$ cat src/sv/baa_pkg.sv
// ============================================================================
// baa_pkg - shared constants and tanh table for the bias add + activation core
// Number formats, mode codes and the piecewise-linear tanh ROM built at
// elaboration from integer arithmetic.
// ============================================================================
`default_nettype none

package baa_pkg;

    // data format: signed Q5.10 in 16 bits
    localparam int DATA_W        = 16;
    localparam int FRAC_BITS     = 10;
    localparam int TANH_SEGMENTS = 64;
    localparam int SEG_BITS      = 6;   // log2 of TANH_SEGMENTS
    localparam int TANH_W        = 17;  // Q16 in [0, 1.0]
    localparam int NUM_STAGES    = 8;

    // activation modes
    localparam logic [1:0] MODE_GELU = 2'd0;
    localparam logic [1:0] MODE_TANH = 2'd1;
    localparam logic [1:0] MODE_RELU = 2'd2;
    localparam logic [1:0] MODE_PASS = 2'd3;

    // register index (paddr word index)
    localparam logic REG_ACT_MODE = 1'b0;

    // fixed-point constants, Q20
    localparam logic [15:0] C_CUBIC   = 16'd46887;   // 0.044715
    localparam logic [19:0] C_SQRT2PI = 20'd836643;  // sqrt(2/pi)

    localparam logic [63:0] ONE_Q30 = 64'd1 << 30;

    typedef logic [TANH_SEGMENTS:0][TANH_W-1:0] rom_t;

    // per-item control carried along the pipe
    typedef struct packed {
        logic [DATA_W-1:0] s;     // saturated sum
        logic [DATA_W-1:0] m;     // |sum|
        logic              neg;
        logic              sat;
        logic              last;
        logic [1:0]        mode;
    } ctl_t;

    // shift-subtract divide, elaboration only
    function automatic logic [63:0] udiv64(input logic [63:0] num, input logic [63:0] den);
        logic [63:0] q;
        logic [63:0] r;
        q = '0;
        r = '0;
        for (int b = 63; b >= 0; b--) begin
            r = {r[62:0], num[b]};
            if (r >= den) begin
                r    = r - den;
                q[b] = 1'b1;
            end
        end
        return q;
    endfunction

    // entry k = round(tanh(4k/S) * 2^16); exp via Taylor in Q30, squared 4x
    function automatic rom_t build_tanh_rom();
        rom_t        rom;
        logic [63:0] z;
        logic [63:0] term;
        logic [63:0] e;
        logic [63:0] num;
        logic [63:0] den;
        rom = '0;
        for (int k = 0; k <= TANH_SEGMENTS; k++) begin
            z    = (64'(k) << 29) / TANH_SEGMENTS;
            term = ONE_Q30;
            e    = ONE_Q30;
            for (int n = 1; n <= 20; n++) begin
                term = udiv64((term * z) >> 30, 64'(n));
                if ((n % 2) == 1) begin
                    e = e - term;
                end else begin
                    e = e + term;
                end
            end
            for (int i = 0; i < 4; i++) begin
                e = (e * e) >> 30;
            end
            num    = (ONE_Q30 - e) << 16;
            den    = ONE_Q30 + e;
            rom[k] = TANH_W'(udiv64(num + (den >> 1), den));
        end
        return rom;
    endfunction

    localparam rom_t TANH_ROM = build_tanh_rom();

endpackage

`default_nettype wire

$ cat src/sv/bias_add_activation.sv
// ============================================================================
// bias_add_activation - streaming bias add with GELU / tanh / ReLU activation
// Saturating Q5.10 add of element and bias, then the selected activation
// built on a 64-segment piecewise-linear tanh ROM.
// ============================================================================
// Throughput: one transaction per cycle while the output is not stalled;
//   the eight-stage pipe advances per stage, so bubbles close up and a
//   stalled output only holds full stages.
// Reset: aresetn (synchronous, active low) clears all stage valid bits and
//   sets act_mode to GELU. The tanh ROM is constant; no clearing pass.
`default_nettype none

module bias_add_activation (
    input  wire logic        aclk,
    input  wire logic        aresetn,

    // input stream
    input  wire logic        s_tvalid,
    output      logic        s_tready,
    input  wire logic [31:0] s_tdata,   // [15:0] value, [31:16] bias
    input  wire logic        s_tlast,   // row_end

    // result stream
    output      logic        m_tvalid,
    input  wire logic        m_tready,
    output      logic [15:0] m_tdata,   // [15:0] result
    output      logic        m_tuser,   // [0] saturated
    output      logic        m_tlast,   // row_end_out

    // configuration
    input  wire logic        psel,
    input  wire logic        penable,
    input  wire logic        pwrite,
    input  wire logic [2:0]  paddr,
    input  wire logic [31:0] pwdata,
    output      logic [31:0] prdata,
    output      logic        pready
);

    localparam int NS = baa_pkg::NUM_STAGES;
    localparam int DW = baa_pkg::DATA_W;

    // ------------------------------------------------------------------------
    // Configuration register
    // ------------------------------------------------------------------------
    logic [1:0] act_mode_reg;
    logic [1:0] act_mode_next;
    logic       cfg_wr;

    assign pready = 1'b1;
    assign cfg_wr = psel && penable && pwrite && (paddr[2] == baa_pkg::REG_ACT_MODE);

    always_comb begin
        act_mode_next = act_mode_reg;
        if (cfg_wr) begin
            act_mode_next = pwdata[1:0];
        end
    end

    always_ff @(posedge aclk) begin
        if (!aresetn) begin
            act_mode_reg <= baa_pkg::MODE_GELU;
        end else begin
            act_mode_reg <= act_mode_next;
        end
    end

    always_comb begin
        prdata = '0;
        if (paddr[2] == baa_pkg::REG_ACT_MODE) begin
            prdata = {30'd0, act_mode_reg};
        end
    end

    // ------------------------------------------------------------------------
    // Pipeline flow control: a stage loads when it is empty or its
    // successor loads in the same cycle. The last stage is the output reg.
    // ------------------------------------------------------------------------
    logic [NS-1:0] vld_reg;
    logic [NS-1:0] vld_next;
    logic [NS-1:0] stg_en;

    always_comb begin
        stg_en[NS-1] = !vld_reg[NS-1] || m_tready;
        for (int i = NS - 2; i >= 0; i--) begin
            stg_en[i] = !vld_reg[i] || stg_en[i+1];
        end
    end

    always_comb begin
        vld_next = vld_reg;
        if (stg_en[0]) begin
            vld_next[0] = s_tvalid;
        end
        for (int i = 1; i < NS; i++) begin
            if (stg_en[i]) begin
                vld_next[i] = vld_reg[i-1];
            end
        end
    end

    always_ff @(posedge aclk) begin
        if (!aresetn) begin
            vld_reg <= '0;
        end else begin
            vld_reg <= vld_next;
        end
    end

    assign s_tready = stg_en[0];
    assign m_tvalid = vld_reg[NS-1];

    // ------------------------------------------------------------------------
    // Stage 0: saturating add, magnitude and sign
    // ------------------------------------------------------------------------
    logic [DW:0]       sum_wide;
    logic [DW-1:0]     sum_sat;
    logic              sum_clip;
    baa_pkg::ctl_t     ctl_next;
    baa_pkg::ctl_t     ctl_reg [NS];

    always_comb begin
        sum_wide = {s_tdata[15], s_tdata[15:0]} + {s_tdata[31], s_tdata[31:16]};
        sum_clip = sum_wide[DW] != sum_wide[DW-1];
        if (sum_clip) begin
            // positive overflow -> max, negative -> min
            sum_sat = sum_wide[DW] ? {1'b1, {(DW-1){1'b0}}} : {1'b0, {(DW-1){1'b1}}};
        end else begin
            sum_sat = sum_wide[DW-1:0];
        end
        ctl_next.s    = sum_sat;
        ctl_next.neg  = sum_sat[DW-1];
        ctl_next.m    = sum_sat[DW-1] ? (~sum_sat + 1'b1) : sum_sat;  // -min = 0x8000
        ctl_next.sat  = sum_clip;
        ctl_next.last = s_tlast;
        ctl_next.mode = act_mode_reg;
    end

    // control fields ride along with each stage
    always_ff @(posedge aclk) begin
        if (stg_en[0]) begin
            ctl_reg[0] <= ctl_next;
        end
        for (int i = 1; i < NS; i++) begin
            if (stg_en[i]) begin
                ctl_reg[i] <= ctl_reg[i-1];
            end
        end
    end

    // ------------------------------------------------------------------------
    // Stage 1: square of the low magnitude bits (|s| < 4.0 fits 12 bits)
    // ------------------------------------------------------------------------
    logic [11:0] m12_s1_reg, m12_s1_next;
    logic [23:0] sq_s1_reg,  sq_s1_next;
    logic        big_s1_reg, big_s1_next;

    always_comb begin
        m12_s1_next = ctl_reg[0].m[11:0];
        sq_s1_next  = m12_s1_next * m12_s1_next;
        big_s1_next = |ctl_reg[0].m[DW-1:12];
    end

    always_ff @(posedge aclk) begin
        if (stg_en[1]) begin
            m12_s1_reg <= m12_s1_next;
            sq_s1_reg  <= sq_s1_next;
            big_s1_reg <= big_s1_next;
        end
    end

    // ------------------------------------------------------------------------
    // Stage 2: cube in Q16 = (m<<6)^3 >> 32 = m^3 >> 14
    // ------------------------------------------------------------------------
    logic [11:0] m12_s2_reg;
    logic [21:0] cube_s2_reg, cube_s2_next;
    logic        big_s2_reg;
    logic [35:0] cube_full;

    always_comb begin
        cube_full    = sq_s1_reg * m12_s1_reg;
        cube_s2_next = cube_full[35:14];
    end

    always_ff @(posedge aclk) begin
        if (stg_en[2]) begin
            m12_s2_reg  <= m12_s1_reg;
            cube_s2_reg <= cube_s2_next;
            big_s2_reg  <= big_s1_reg;
        end
    end

    // ------------------------------------------------------------------------
    // Stage 3: inner = x + 0.044715 x^3
    // ------------------------------------------------------------------------
    logic [17:0] mg_s3_reg,    mg_s3_next;
    logic [18:0] inner_s3_reg, inner_s3_next;
    logic        big_s3_reg;
    logic [37:0] cubic_term;

    always_comb begin
        mg_s3_next    = {m12_s2_reg, 6'd0};
        cubic_term    = cube_s2_reg * baa_pkg::C_CUBIC;
        inner_s3_next = {1'b0, mg_s3_next} + {1'b0, cubic_term[37:20]};
    end

    always_ff @(posedge aclk) begin
        if (stg_en[3]) begin
            mg_s3_reg    <= mg_s3_next;
            inner_s3_reg <= inner_s3_next;
            big_s3_reg   <= big_s2_reg;
        end
    end

    // ------------------------------------------------------------------------
    // Stage 4: tanh argument; sqrt(2/pi)*inner for GELU, |s| for tanh
    // ------------------------------------------------------------------------
    logic [18:0] arg_s4_reg, arg_s4_next;
    logic        big_s4_reg;
    logic [38:0] u_full;

    always_comb begin
        u_full = inner_s3_reg * baa_pkg::C_SQRT2PI;
        if (ctl_reg[3].mode == baa_pkg::MODE_GELU) begin
            arg_s4_next = u_full[38:20];
        end else begin
            arg_s4_next = {1'b0, mg_s3_reg};
        end
    end

    always_ff @(posedge aclk) begin
        if (stg_en[4]) begin
            arg_s4_reg <= arg_s4_next;
            big_s4_reg <= big_s3_reg;
        end
    end

    // ------------------------------------------------------------------------
    // Stage 5: ROM lookup of segment endpoints
    // ------------------------------------------------------------------------
    logic [baa_pkg::SEG_BITS-1:0] seg_idx;
    logic [baa_pkg::SEG_BITS:0]   seg_lo;
    logic [baa_pkg::SEG_BITS:0]   seg_hi;
    logic [baa_pkg::TANH_W-1:0]   y0_s5_reg, y0_s5_next;
    logic [baa_pkg::TANH_W-1:0]   dy_s5_reg, dy_s5_next;
    logic [11:0]                  frac_s5_reg;
    logic                         one_s5_reg, one_s5_next;

    always_comb begin
        seg_idx     = arg_s4_reg[17:12];
        seg_lo      = {1'b0, seg_idx};
        seg_hi      = seg_lo + 1'b1;
        y0_s5_next  = baa_pkg::TANH_ROM[seg_lo];
        dy_s5_next  = baa_pkg::TANH_ROM[seg_hi] - y0_s5_next;
        // |x| >= 4.0 either at the input or at the tanh argument -> tanh = 1
        one_s5_next = big_s4_reg || arg_s4_reg[18];
    end

    always_ff @(posedge aclk) begin
        if (stg_en[5]) begin
            y0_s5_reg   <= y0_s5_next;
            dy_s5_reg   <= dy_s5_next;
            frac_s5_reg <= arg_s4_reg[11:0];
            one_s5_reg  <= one_s5_next;
        end
    end

    // ------------------------------------------------------------------------
    // Stage 6: linear interpolation, T in Q16
    // ------------------------------------------------------------------------
    logic [baa_pkg::TANH_W-1:0] t_s6_reg, t_s6_next;
    logic [28:0]                interp;

    always_comb begin
        interp = dy_s5_reg * frac_s5_reg;
        if (one_s5_reg) begin
            t_s6_next = baa_pkg::TANH_W'(1 << 16);
        end else begin
            t_s6_next = y0_s5_reg + interp[28:12];
        end
    end

    always_ff @(posedge aclk) begin
        if (stg_en[6]) begin
            t_s6_reg <= t_s6_next;
        end
    end

    // ------------------------------------------------------------------------
    // Stage 7 (output register): final activation
    // GELU: +/-((|s| * (1 +/- T) + 0.5) >> 1) with T in Q16.
    // No result can leave the 16-bit range here, so only the sum clip flags.
    // ------------------------------------------------------------------------
    logic [DW-1:0] result_reg, result_next;
    logic [17:0]   gelu_fac;
    logic [33:0]   gelu_prod;
    logic [DW-1:0] gelu_mag;
    logic [16:0]   tanh_rnd;
    logic [DW-1:0] tanh_mag;

    always_comb begin
        if (ctl_reg[6].neg) begin
            gelu_fac = 18'h10000 - {1'b0, t_s6_reg};
        end else begin
            gelu_fac = 18'h10000 + {1'b0, t_s6_reg};
        end
        gelu_prod = ctl_reg[6].m * gelu_fac + 34'h10000;
        gelu_mag  = gelu_prod[32:17];
        tanh_rnd  = t_s6_reg + 17'd32;           // Q16 -> Q10, round half up
        tanh_mag  = {5'd0, tanh_rnd[16:6]};

        case (ctl_reg[6].mode)
            baa_pkg::MODE_GELU: begin
                result_next = ctl_reg[6].neg ? (~gelu_mag + 1'b1) : gelu_mag;
            end
            baa_pkg::MODE_TANH: begin
                result_next = ctl_reg[6].neg ? (~tanh_mag + 1'b1) : tanh_mag;
            end
            baa_pkg::MODE_RELU: begin
                result_next = ctl_reg[6].neg ? '0 : ctl_reg[6].s;
            end
            default: begin
                result_next = ctl_reg[6].s;
            end
        endcase
    end

    always_ff @(posedge aclk) begin
        if (stg_en[NS-1]) begin
            result_reg <= result_next;
        end
    end

    assign m_tdata = result_reg;
    assign m_tuser = ctl_reg[NS-1].sat;
    assign m_tlast = ctl_reg[NS-1].last;

endmodule

`default_nettype wire

$ cat config.mk
export PLATFORM = sky130hd
export DESIGN_NAME = bias_add_activation
export DESIGN_NICKNAME = d
export VERILOG_FILES = /design/src/sv/baa_pkg.sv /design/src/sv/bias_add_activation.sv
export SDC_FILE = /design/constraint.sdc
export NUM_CORES = 2
export LEC_CHECK = 0
export BUFFER_PORTS_ARGS = -buffer_cell sky130_fd_sc_hd__buf_2
export CAP_MARGIN = 20
export CORE_MARGIN = 10
export CORE_UTILIZATION = 40
export DETAILED_ROUTE_END_ITERATION = 7
export HOLD_SLACK_MARGIN = 0.06
export SETUP_SLACK_MARGIN = 0.05
export SLEW_MARGIN = 20
export SYNTH_ARGS = -nofsm -noshare
export SYNTH_HDL_FRONTEND = slang
export SYNTH_SLANG_ARGS = --single-unit
$ cat constraint.sdc
create_clock -name aclk -period 11.9 [get_ports aclk]
set_input_delay 1.785 -clock aclk [delete_from_list [all_inputs] [get_ports aclk]]
set_output_delay 1.785 -clock aclk [all_outputs]
set_load 0.02 [all_outputs]
==> results.md <==
- Final Hold Viols: 0
- Area Overhead vs Synth: 6.40%
- Post-CTS sizing: 0
- Hold Path Depth: 0
- Arr. time, crit path: 9980 ps
- Seq. cell area: 12900 µm²
- Post-synth EDFFs: 412
- Routed WL: 135000 µm
- Main synth FF type: edfxtp_1
- Worst r2r dst: m_tdata[14]$_DFFE_PP_
- WP depth: 30
- Register area share after synthesis: 21.8%
- Post-CTS Setup Bufs: 0
- CTS tree: done
- Max Cap Viol: 0
- Worst-case clock buffer depth: 3
- Number of global-route vias before repair: 43200
- Initial Util: 40.2%
- Final Critical Period: 9610 ps
- CTS Hold Bufs: 0
- Status: finished clean
- Via count: 40200
- Port buffer count: 64
- Sink Count: 438
- Flop2flop setup slack: 2290 ps
- Die width: 405 µm
- Final Max Slew Viols: 0
- Reg2Reg Launch Point: t_s6_reg[0]$_SDFFCE_PP0P_
- Worst setup EP type: register
- Syn_area_per_cell: 9.92 µm²
- Final Wtd Congestion: 0.919
- Worst Setup SP: t_s6_reg[0]$_SDFFCE_PP0P_
- Setup skew after layout: 62.8 ps
- Type of origin of the critical path: register
- First-pass GRT wire length: 227000 µm
- Largest net degree at the start of global routing: 82
- Final antenna-violating net count: 0
- Delay-heaviest family, CP: adder cells
- Setup TNS Final: 0 ps
- Die Height: 405 µm
- CP max stage delay: 640 ps
- CP required: 12260 ps
- Site row count: 141
- Antenna cell count: 0
- Syn Inst Count: 5972
- First-pass iteration count of the detailed router: 5
- Core area: 147000 µm²
- Vias per cell: 5.10
- Yosys reg bits: 438
- Cell Area, Synth: 59200 µm²
- GRT Util Overall: 16.9%
- Max reg flops: 214
- Post-detail-place hpwl: 109000 µm
- Inserted Clock Buffers: 48
- H-tree Lvls: 2
- Initial antenna violation count: 4
- I/O pin count: 128
- Measured slew at the worst slew-check pin: 1080 ps
- Reg clk slew, reported paths: 60 ps
- WL per Instance: 17.2 µm
- Slowest cell on the critical path: edfxtp_1
- Filler Cell Count: 14200
- Final setup viols: 0
- FFs w/ async S/R, synth: 0%
- Worst-Skew Late Latency: 640 ps
- Hold wc startpoint: ctl_reg[0][75]$_DFFE_PP_
- Nets@finish: 7590
- DRC: 0
- Final period util: 80.8%
- Synth cell types: 94
- Grt total ovfl: 0
- First DRT Iteration DRCs: 2497
- Worst hold path class: register to register
- Critical path buffers and inverters: 5
- Clk root buf: clkbuf_16
- Kind of critical path: register to register
- Yosys synthesis warning count: 0
- CP Max Fanout: 16
- Crit path top cell by count: fa_1
- Area of the multi-input gates: 41000 µm²
- R2r worst-path depth: 30
- Max_slew headroom: 27.8%
- RSZ-0062 raised after global routing: no
- F_max: 0.104 GHz
- Die area: 164000 µm²
- Hold EP: ctl_reg[0][112]$_DFFE_PP_
- Ratio of cells with drive above 1 in the final layout: 4.18%
-- through the flow --
step           setup slack (ps)  util [%]  hold WS [ps]  instances  instance area, µm²
4_1_cts                    2320      42.7           370       7881               63000
3_5_place_dp               2320      41.7           405       7796               61500
3_3_place_gp               2470      41.7           400       7796               61500
2_1_floorplan              2680         -           400       6005               59400
5_1_grt                    1630      42.7           372       7881               63000
6_report                   2290      42.7           373       7881               63000
-- how the worst max path moves through the flow --
stage / end / slack [ps]
floorplan: s_tready / 2680
global placement: m_tdata[14]$_DFFE_PP_ / 2470
detailed placement: m_tdata[15]$_DFFE_PP_ / 2320
CTS: m_tdata[14]$_DFFE_PP_ / 2320
global route: m_tdata[15]$_DFFE_PP_ / 1630
finish: m_tdata[14]$_DFFE_PP_ / 2290
-- worst reg2reg max path, delay by kind of cell (launching register included) --
kind	cells	cell delay (ps)
AOI/OAI and AO/OA	6	1890
xor gates and xnor gates	2	530
adders and majority gates	7	3370
buffers and inverters	5	380
DFF	1	640
and+or+nand+nor	10	2570
-- placed cells by master, fill, tap and decap left out, types with 9 or more instances in the layout --
master     instances
inv_1           1181
fa_1             881
ha_1             718
nand2_1          679
edfxtp_1         412
and2_1           344
nor2_1           193
a21oi_1          188
o21ai_0          148
xnor2_1          130
xor2_1            69
nor3_1            64
buf_2             64
nand3_1           63
nor2b_1           49
clkbuf_16         48
buf_4             47
a21o_1            44
a31oi_1           41
a211oi_1          41
o21a_1            38
conb_1            35
o211ai_1          29
nand2b_1          26
dfxtp_1           26
nand4_1           25
and3_1            21
o21bai_1          21
o31ai_1           17
or2_2             16
a21boi_0          15
or3_1             13
o22ai_1           13
clkbuf_1          11
xnor2_2           10
mux2i_1           10
nor4_1            10
nor3b_1            9
-- kinds of logic (layout without fill, tap and decap cells) --
family,after synthesis,count (layout),synth area share (%)
buffers and inverters,1438,1384,9.35
AO/OA/AOI/OAI,722,722,8.01
other,2,35,0.0127
multiplexers,15,15,0.283
XOR/XNOR,209,209,3.09
adder cells (fa/ha/maj),1599,1599,44.9
AND/OR/NAND/NOR,1549,1549,12.6
flip-flops,438,438,21.8
-- metal layers --
metal | GRT usage, % | wire length, µm
met2 | 29.3 | 66700
met4 | 4.43 | 3180
met5 | 0 | 0
met3 | 1.80 | 5440
met1 | 22.4 | 59900
-- Yosys cell counts (69+ instances only) --
library cell | instances | area share, %
clkbuf_1 | 191 | 1.2
inv_1 | 1184 | 7.5
a21oi_1 | 190 | 1.6
xnor2_1 | 140 | 2.1
and2_1 | 344 | 3.6
nor2_1 | 194 | 1.2
fa_1 | 881 | 30
ha_1 | 718 | 15
xor2_1 | 69 | 1.0
edfxtp_1 | 412 | 21
nand2_1 | 682 | 4.3
o21ai_0 | 148 | 1.3
-- final cells by class --
class	instances	area share [%]
clock inverters	24	0.431
repair buffers	111	1.07
inverters	1188	7.08
flip-flops and latches	438	20.5
multi-input cells	4129	65.1
well taps	1930	3.83
clock buffers	61	2.01
Power is left out: the tool's default activity adds up to more than one toggle a clock period on the data nets, which glitch-free logic cannot reach.
